--- src/rtl/mksm_pkg.sv ---
// ----------------------------------------------------------------------------
// mksm_pkg
// Shared types and constants of the multi keyword stream matcher.
// ----------------------------------------------------------------------------
package mksm_pkg;

  localparam int NUM_KEYS_DEF    = 16;
  localparam int MAX_KEY_LEN_DEF = 40;

  localparam int OP_W       = 2;
  localparam int BYTE_W     = 8;
  localparam int SEL_W      = 4;
  localparam int POS_W      = 6;
  localparam int LEN_W      = 6;
  localparam int RES_W      = 5;
  localparam int KC_W       = 5;
  localparam int IN_TDATA_W = 24;
  localparam int OUT_TDATA_W = 8;
  localparam int CFG_IDX_W  = 1;
  localparam int CFG_DATA_W = 8;

  typedef enum logic [OP_W-1:0] {
    OP_DATA     = 2'd0,
    OP_KEY_BYTE = 2'd1,
    OP_KEY_LEN  = 2'd2
  } op_t;

  localparam logic [CFG_IDX_W-1:0] REG_RULE_ENABLE = 1'd0;
  localparam logic [CFG_IDX_W-1:0] REG_KEY_COUNT   = 1'd1;

  // input tdata layout, lowest field last
  typedef struct packed {
    logic [LEN_W-1:0]  len;
    logic [POS_W-1:0]  pos;
    logic [SEL_W-1:0]  sel;
    logic [BYTE_W-1:0] data;
  } in_data_t;

  // keyword write command to the key store
  typedef struct packed {
    logic              byte_we;
    logic              len_we;
    logic [SEL_W-1:0]  sel;
    logic [POS_W-1:0]  pos;
    logic [LEN_W-1:0]  len;
    logic [BYTE_W-1:0] data;
  } key_wr_t;

  // window control broadcast to every cell
  typedef struct packed {
    logic shift;
    logic clear;
  } win_ctl_t;

endpackage

--- src/rtl/mksm_cell.sv ---
// ----------------------------------------------------------------------------
// mksm_cell
// One window position: holds a buffer byte, passes it on, and compares it
// against the end-aligned keyword byte of every key at this position.
// ----------------------------------------------------------------------------
module mksm_cell #(
  parameter int NUM_KEYS = mksm_pkg::NUM_KEYS_DEF
) (
  input  logic                        clk,
  input  logic                        rst_n,
  input  mksm_pkg::win_ctl_t          ctl,
  input  logic [mksm_pkg::BYTE_W-1:0] din,
  input  logic                        din_vld,
  input  logic [NUM_KEYS-1:0]         a_we,
  input  logic [mksm_pkg::BYTE_W-1:0] a_byte,
  input  logic [NUM_KEYS-1:0]         b_we,
  input  logic [mksm_pkg::BYTE_W-1:0] b_byte,
  input  logic [NUM_KEYS-1:0]         key_en,
  output logic [mksm_pkg::BYTE_W-1:0] dout,
  output logic                        dout_vld,
  output logic [NUM_KEYS-1:0]         ok
);
  import mksm_pkg::*;

  logic [BYTE_W-1:0] win_r;
  logic              vld_r;
  logic [BYTE_W-1:0] pat_r [NUM_KEYS];

  always_ff @(posedge clk) begin
    if (!rst_n) begin
      vld_r <= 1'b0;
    end else if (ctl.shift) begin
      vld_r <= din_vld;
    end else if (ctl.clear) begin
      vld_r <= 1'b0;
    end
  end

  always_ff @(posedge clk) begin
    if (ctl.shift) begin
      win_r <= din;
    end
  end

  // byte write wins over a row realign of the same key
  always_ff @(posedge clk) begin
    for (int k = 0; k < NUM_KEYS; k++) begin
      if (b_we[k]) begin
        pat_r[k] <= b_byte;
      end else if (a_we[k]) begin
        pat_r[k] <= a_byte;
      end
    end
  end

  always_comb begin
    for (int k = 0; k < NUM_KEYS; k++) begin
      ok[k] = !key_en[k] || (vld_r && (pat_r[k] == win_r));
    end
  end

  assign dout     = win_r;
  assign dout_vld = vld_r;

endmodule

--- config.mk ---
export PLATFORM = sky130hd
export DESIGN_NAME = mksm_cell
export DESIGN_NICKNAME = d
export VERILOG_FILES = /design/src/rtl/mksm_pkg.sv /design/src/rtl/mksm_cell.sv
export SDC_FILE = /design/constraint.sdc
export NUM_CORES = 1
export LEC_CHECK = 0
export BUFFER_PORTS_ARGS = -buffer_cell sky130_fd_sc_hd__buf_4
export CORE_AREA = 2 2 117 119
export CTS_CLUSTER_DIAMETER = 30
export DETAILED_ROUTE_END_ITERATION = 8
export DIE_AREA = 0 0 119 121
export PLACE_DENSITY = 0.79
export SKIP_LAST_GASP = 1
export SLEW_MARGIN = 0
export SYNTH_ARGS = -nofsm -noshare
export SYNTH_HDL_FRONTEND = slang
export SYNTH_SLANG_ARGS = --single-unit
--- constraint.sdc ---
create_clock -name clk -period 2.95 [get_ports clk]
set_input_delay 0 -clock clk [delete_from_list [all_inputs] [get_ports clk]]
set_output_delay 0 -clock clk [all_outputs]
set_load 0.05 [all_outputs]
==> impl_metrics.yaml <==
outcome:
  outcome: "completed"
place:
  io_buffers: 101
  pre_cts_ws_ps: 1280
  routabilityCongestion: 0.724
  dp_hpwl_mm: 10.8
  dp.cells: 777
route:
  viasPerCell: 5.78
  first_iter_violations: 269
  detail-route-antenna-nets: 0
  routed_wl_mm: 18.4
  drc_errors: 0
  vias: 4740
  post_drt_wl_per_cell_um: 22.4
  first_pass_iters: 4
synth:
  syn_nets: 619
  yosys-top-cells-area: "edfxtp_1, mux2_2, xnor2_1"
  synth_top_area_share_pct: 53.2
  syn_area_per_cell_sq_um: 14.2
  synth_area_leader_cell: "edfxtp_1"
  ys_types: 18
  ys_warn_count: 0
  synth_area_sq_um: 7680
  ys_ff_latch: 137
  ys_seq_area_share_pct: 53.4
  syn_inst: 542
critical_path:
  cp-startpoint: "dout_vld"
  crit_type: "reg2out"
  worst-path-max-fanout: 18
  critical_path_required_ps: 2950
  critPathCaptureType: "primary output"
  worstReg2RegStart: "dout_vld"
  cp.arrival_ps: 2100
  startpoint_type: "flip-flop"
die:
  die-area_sq_um: 14400
  rows: 42
  fp.dieH_um: 121
  start_util_pct: 58.7
  fp.dieW_um: 119
  pin_count: 102
  core_sq_um: 13100
clock_tree:
  cts_made_buffers: 17
  cts_buffer_depth: 2
  htreeDepth: 4
  post_cts_resized: 0
  insertion_delay_ps: 420
  clk_pin_slew_ps: 60
  cts_tree: "done"
  root_buffer: "clkbuf_16"
  clkSinkCount: 137
global_routing:
  grtUsageTotal_pct: 27.1
  grt_antenna_before_repair: 0
  grt_pass1_wl_mm: 28.5
  gr-total-overflow: 0
  first_global_vias: 5111
  grt_max_degree: 19
sta:
  clock_skew_ps: 0
  rsz0062_at_grt: "false"
  finalSetupViolCount: 0
  hold_viol_final: 0
  setup_slack_ps: 848
  fin_crit_ps: 2100
  slew_headroom_pct: 34.2
  fin_tns_setup_ps: 0
  maxSlewViolCount: 0
  fmax_ghz: 0.476
  worst_slew_pin_slew_ps: 986
  min_period_over_period_pct: 71.3
final_layout:
  nNetsFinal: 708
  syn2layout_area_growth_pct: 17.5
  mostFrequentLayoutCell: "edfxtp_1"
  fin_cells: 820
  layout_common_cells: "edfxtp_1, mux2_2, xnor2_1, buf_4, clkbuf_16"
  drive_gt1_share_pct: 45.8
  diodes: 0
pwr:
  pwr_density_cell_nw_per_um2: 601
  total_leakage_power_uw: 0.00318
  ir_drop_v: 0.000412
job:
  cap_violations: 0
worst_hold_path:
  holdCritStartpoint: "b_we[1]"
  hold_class: "in2reg"
## where the power goes
group	leakage, uW	internal [uW]	switching (uW)
logic	0.00152	473	501
registers	0.00139	2390	100
clock network	0.000269	1210	756
## sequential cells by signal, summed over array words and instances, names as in the netlist
name      count
pat_r       128
dout          8
dout_vld      1
## layer usage
layer,vias up,wire length [um],track usage (%)
met5,-,0,0
met4,0,389,11.3
met3,37,1420,5.31
met2,185,9200,45.0
met1,2392,7370,34.9
li1,2126,-,-
## cell type report
class                           instances  area, sq um
Clock inverter                          2         10.0
Timing Repair Buffer                  120          928
Tap cell                              176          220
Clock buffer                           30          534
Multi-Input combinational cell        355         3230
Fill cell                             910         4060
Sequential cell                       137         4100
## worst paths after layout
kind                  to  slack [ps]  depth (start not counted)
max                ok[5]         850                          3
min          pat_r[0][9]          20                          2
max reg2reg     dout_vld         940                          4
min reg2reg     dout_vld        1710                          4
## stage by stage
| step | area [sq um] | utilization (%) | power, uW | hold WS (ps) |
|---|---|---|---|---|
| 4_1_cts | 9030 | 69.0 | 5440 | 13.1 |
| 2_1_floorplan | 7680 | - | 3220 | 98.9 |
| 3_5_place_dp | 8370 | 64.0 | 3490 | 180 |
| 5_1_grt | 9030 | 69.0 | 5620 | 31.7 |
| 3_3_place_gp | 8370 | 64.0 | 3450 | 178 |
| 6_report | 9030 | 69.0 | 5430 | 19.6 |
## critical path, cell delays in order (launching register included)
cell     delay, ps
dfxtp_1        960
nand2_1        170
o31ai_2        300
buf_4          240
## repair_timing
item / 4_1_cts / 5_1_grt
buffers inserted: 0 / 0
endpoints found under the hold margin: 17 / 0
hold buffers: 11 / 0
## cell families (layout without fill, tap and decap cells)
kind of cell,count (synthesis),count (layout),synth area share [%]
compound gates,17,17,2.67
xor+xnor,128,128,14.7
buf+inv,50,152,4.53
flops,137,137,53.4
mux,128,128,18.8
simple gates,82,82,5.91
## Yosys cell counts
cell / number
nand2_1: 16
buf_6: 14
edfxtp_1: 136
xnor2_2: 1
nand3_1: 16
or2_2: 16
xnor2_1: 127
buf_12: 2
nand2b_1: 16
a21oi_1: 1
dfxtp_1: 1
o31ai_2: 16
nor3b_1: 1
mux2_2: 128
nor2b_1: 1
nand4_1: 16
buf_2: 18
clkbuf_1: 16
Note: power is estimated with default switching activity, not from simulation.
