--- src/rtl/mksm_pkg.sv ---
// ----------------------------------------------------------------------------
// mksm_pkg
// Shared types and constants of the multi keyword stream matcher.
// ----------------------------------------------------------------------------
package mksm_pkg;

  localparam int NUM_KEYS_DEF    = 16;
  localparam int MAX_KEY_LEN_DEF = 40;

  localparam int OP_W       = 2;
  localparam int BYTE_W     = 8;
  localparam int SEL_W      = 4;
  localparam int POS_W      = 6;
  localparam int LEN_W      = 6;
  localparam int RES_W      = 5;
  localparam int KC_W       = 5;
  localparam int IN_TDATA_W = 24;
  localparam int OUT_TDATA_W = 8;
  localparam int CFG_IDX_W  = 1;
  localparam int CFG_DATA_W = 8;

  typedef enum logic [OP_W-1:0] {
    OP_DATA     = 2'd0,
    OP_KEY_BYTE = 2'd1,
    OP_KEY_LEN  = 2'd2
  } op_t;

  localparam logic [CFG_IDX_W-1:0] REG_RULE_ENABLE = 1'd0;
  localparam logic [CFG_IDX_W-1:0] REG_KEY_COUNT   = 1'd1;

  // input tdata layout, lowest field last
  typedef struct packed {
    logic [LEN_W-1:0]  len;
    logic [POS_W-1:0]  pos;
    logic [SEL_W-1:0]  sel;
    logic [BYTE_W-1:0] data;
  } in_data_t;

  // keyword write command to the key store
  typedef struct packed {
    logic              byte_we;
    logic              len_we;
    logic [SEL_W-1:0]  sel;
    logic [POS_W-1:0]  pos;
    logic [LEN_W-1:0]  len;
    logic [BYTE_W-1:0] data;
  } key_wr_t;

  // window control broadcast to every cell
  typedef struct packed {
    logic shift;
    logic clear;
  } win_ctl_t;

endpackage

--- src/rtl/mksm_out_fifo.sv ---
// ----------------------------------------------------------------------------
// mksm_out_fifo
// Two-entry result queue between the match stage and the output channel.
// ----------------------------------------------------------------------------
module mksm_out_fifo (
  input  logic                       clk,
  input  logic                       rst_n,
  input  logic                       push,
  input  logic [mksm_pkg::RES_W-1:0] push_data,
  input  logic                       pop_rdy,
  output logic                       out_vld,
  output logic [mksm_pkg::RES_W-1:0] out_data,
  output logic [1:0]                 cnt
);
  import mksm_pkg::*;

  logic [RES_W-1:0] q_r [2];
  logic             wr_ptr_r;
  logic             rd_ptr_r;
  logic [1:0]       cnt_r;
  logic             pop;

  assign out_vld  = (cnt_r != 2'd0);
  assign pop      = out_vld && pop_rdy;
  assign out_data = q_r[rd_ptr_r];
  assign cnt      = cnt_r;

  always_ff @(posedge clk) begin
    if (push) begin
      q_r[wr_ptr_r] <= push_data;
    end
  end

  always_ff @(posedge clk) begin
    if (!rst_n) begin
      wr_ptr_r <= 1'b0;
      rd_ptr_r <= 1'b0;
      cnt_r    <= 2'd0;
    end else begin
      if (push) begin
        wr_ptr_r <= ~wr_ptr_r;
      end
      if (pop) begin
        rd_ptr_r <= ~rd_ptr_r;
      end
      unique case ({push, pop})
        2'b10:   cnt_r <= cnt_r + 2'd1;
        2'b01:   cnt_r <= cnt_r - 2'd1;
        default: cnt_r <= cnt_r;
      endcase
    end
  end

endmodule

--- config.mk ---
export PLATFORM = sky130hd
export DESIGN_NAME = mksm_out_fifo
export DESIGN_NICKNAME = d
export VERILOG_FILES = /design/src/rtl/mksm_pkg.sv /design/src/rtl/mksm_out_fifo.sv
export SDC_FILE = /design/constraint.sdc
export NUM_CORES = 1
export LEC_CHECK = 0
export BUFFER_PORTS_ARGS = -buffer_cell sky130_fd_sc_hd__buf_4
export CAP_MARGIN = 0
export CORE_AREA = 5 5 42 44
export CTS_CLUSTER_SIZE = 40
export DETAILED_ROUTE_END_ITERATION = 6
export DIE_AREA = 0 0 47 49
export PLACE_DENSITY = 0.69
export SLEW_MARGIN = 0
export SYNTH_ARGS = -nofsm -noshare
export SYNTH_HDL_FRONTEND = slang
export SYNTH_SLANG_ARGS = --single-unit
--- constraint.sdc ---
create_clock -name clk -period 2.5 [get_ports clk]
set_clock_uncertainty 0.15 [all_clocks]
set_input_delay 0.625 -clock clk [delete_from_list [all_inputs] [get_ports clk]]
set_output_delay 0.625 -clock clk [all_outputs]
set_load 0.05 [all_outputs]
==> impl_metrics.toml <==
[floorplan]
start_util_pct = 41.07
die_y_um = 49
die_w_um = 47
die_area_um2 = 2303
core-area_um2 = 1401
ios = 17
fp-row-count = 14

[sta]
fin_crit_sh_pct = 80.55
max-slew-margin-rel_pct = 68.68
tns_ps = 0
period_minus_slack_ps = 2014
rsz0062_at_grt = "false"
fin_hold_ws_ps = 385.6
setup_viol = 0
drv_slew = 0
worst_pin_slew_ps = 468.1
timing.fmax_mhz = 496.6
hold_viol_final = 0

[logic_synthesis]
ys_warn_count = 0
avgSynthCellArea_um2 = 15.56
ys_ff_latch = 15
synth_common_cells = "edfxtp_1, dfxtp_1, mux2_2"
yosysMostFrequentCell = "edfxtp_1"
ys_async_sr_fraction_pct = 0
ys.flop_type = "edfxtp_1"
synth_area_um2 = 575.6
yosys.area.top_type = "edfxtp_1"
ys_types = 15
postSynthCellCount = 37
synth_edf_count = 10
ys_seq_area_share_pct = 69.57
syn_nets = 47
synth_area_leaders = "edfxtp_1, dfxtp_1, mux2_2, xnor2_1, nor2b_1"
synth_top_area_share_pct = 52.17

[cts]
insertion_delay_ps = 270
root_buffer = "clkbuf_4"
cts_setup_buffers = 0
cts-buffers-inserted = 3
clock_sinks = 15
clock_path_buffers = 2
clk_pin_slew_ps = 90
cts_tree = "done"
postCtsHoldBufs = 0
cts-htree-levels = 1
post_cts_resized = 0

[detailed_routing]
vias = 333
ant_nets = 0
drc = 0
drt-initial-drc-count = 1
first_pass_iters = 2
via_per_inst = 4.562
routed_wl_um = 848
routedWlPerCell_um = 11.62

[worst_setup_path]
r2r-start = "cnt[0]"
cp.arrival_ps = 1240
critical-path-max-stage-delay_ps = 430
critPathMaxFanout = 5
r2r_end = "cnt[1]"
cp_data_required_time_ps = 1730
rr_worst_depth = 4
ff2ff_setup_slack_ps = 860
crit_type = "reg -> out"
worstSetupStartpointType = "flop"
end_kind = "primary output"
cp-endpoint = "out_data[2]"
slowest_stage = "dfxtp_1"
worstPathCellList = "mux2_2 > buf_4"

[flow_run]
max_cap_violations = 0

[finish]
instances_no_fill = 73
area_growth_syn_to_layout_pct = 28.91
drive_gt1_share_pct = 43.86
diodes = 0
post-route-cell-area_um2 = 742.0
nets = 68

[power_and_ir_drop]
power_frac_clock_pct = 15.6
p_leak_nw = 0.2920
powerDensity_nw_per_um2 = 1103
p_int_w = 0.0004997
vdd_drop_max_mv = 0.6332
p_sw_w = 0.0003191
switching_share_pct = 38.97
p_comb_share_pct = 43.4
seqPwrFrac_pct = 41.0

[grt]
grt_max_degree = 9
overflow = 0
grt_pass1_wl_um = 1421
antenna_found_initial = 0
grt_pass1_vias = 338
grt_util_all_layers_pct = 8.680

[place]
dp_cells = 69
dp_hpwl_um = 689.4
dpl_cell_area_um2 = 715.7
io_buffers = 16
gp_congestion = 0.6281

[hold_path]
hold_class = "in -> reg"
hold_depth = 1

[status]
status = "finished clean"
placed cells by master, fill, tap and decap left out, drive strengths merged:
master  count
edfxtp     10
inv         1
or3         1
o21ai       1
clkbuf      4
buf        16
and2        2
ha          1
nor2b       3
o21a        2
dfxtp       5
nor2        1
xnor2       3
mux2        5
or2         1
a21boi      1
cells by family after synthesis:
| logic type | synth area share (%) |
|---|---|
| flops | 69.57 |
| simple gates | 8.262 |
| fa+ha+maj | 2.174 |
| buf+inv | 0.6515 |
| compound gates | 5.000 |
| xor+xnor | 4.566 |
| mux | 9.782 |
worst min path at each step:
stage / from / end / slack, ps
detailed placement: cnt[1] / cnt[1] / 370
CTS: push_data[2] / q_r[0][2] / 380
global placement: cnt[1] / cnt[1] / 360
finish: push_data[2] / q_r[0][2] / 390
global route: push_data[2] / q_r[0][2] / 370
floorplan: rd_ptr_r / flop / 350
power groups by stage:
stage	combinational (W)	sequential (W)	clock, W
floorplan	0.000221	0.000381	0
global placement	0.000356	0.000342	0
detailed placement	0.000359	0.000341	0
CTS	0.000360	0.000336	0.000132
global route	0.000379	0.000342	0.000146
finish	0.000355	0.000335	0.000128
area by class of cell:
class	instances	area, µm²
Timing Repair Buffer	16	120.1
Clock buffer	4	26.28
Inverter	1	3.754
Tap cell	16	20.02
Multi-Input combinational cell	21	171.4
Fill cell	142	659.4
Sequential cell	15	400.4
metrics by stage:
stage,utilization [%],worst slack (ps),total power [W]
2_1_floorplan,-,569.4,0.0006018
3_5_place_dp,51.07,588.0,0.0007008
4_1_cts,52.95,466.8,0.0008279
3_3_place_gp,51.07,628.3,0.0006988
6_report,52.95,486.2,0.0008187
5_1_grt,52.95,414.5,0.0008661
metal layers:
| layer | GRT usage [%] | wire (µm) | up-vias |
|---|---|---|---|
| met5 | 0 | 0 | - |
| li1 | - | - | 172 |
| met1 | 10.02 | 354 | 150 |
| met3 | 4.059 | 73 | 0 |
| met2 | 13.80 | 420 | 11 |
| met4 | 2.765 | 0 | 0 |
sequential cells by signal, summed over array words and instances, names as in the netlist, named ones only:
register and flops:
cnt 2, q_r 10, rd_ptr_r 1, wr_ptr_r 1
critical path, delay by kind of cell, from the launching register on:
family | cells | cell delay, ps
buf+inv | 1 | 190
mux | 1 | 360
flops | 1 | 430
Power figures use the tool's default switching activity.
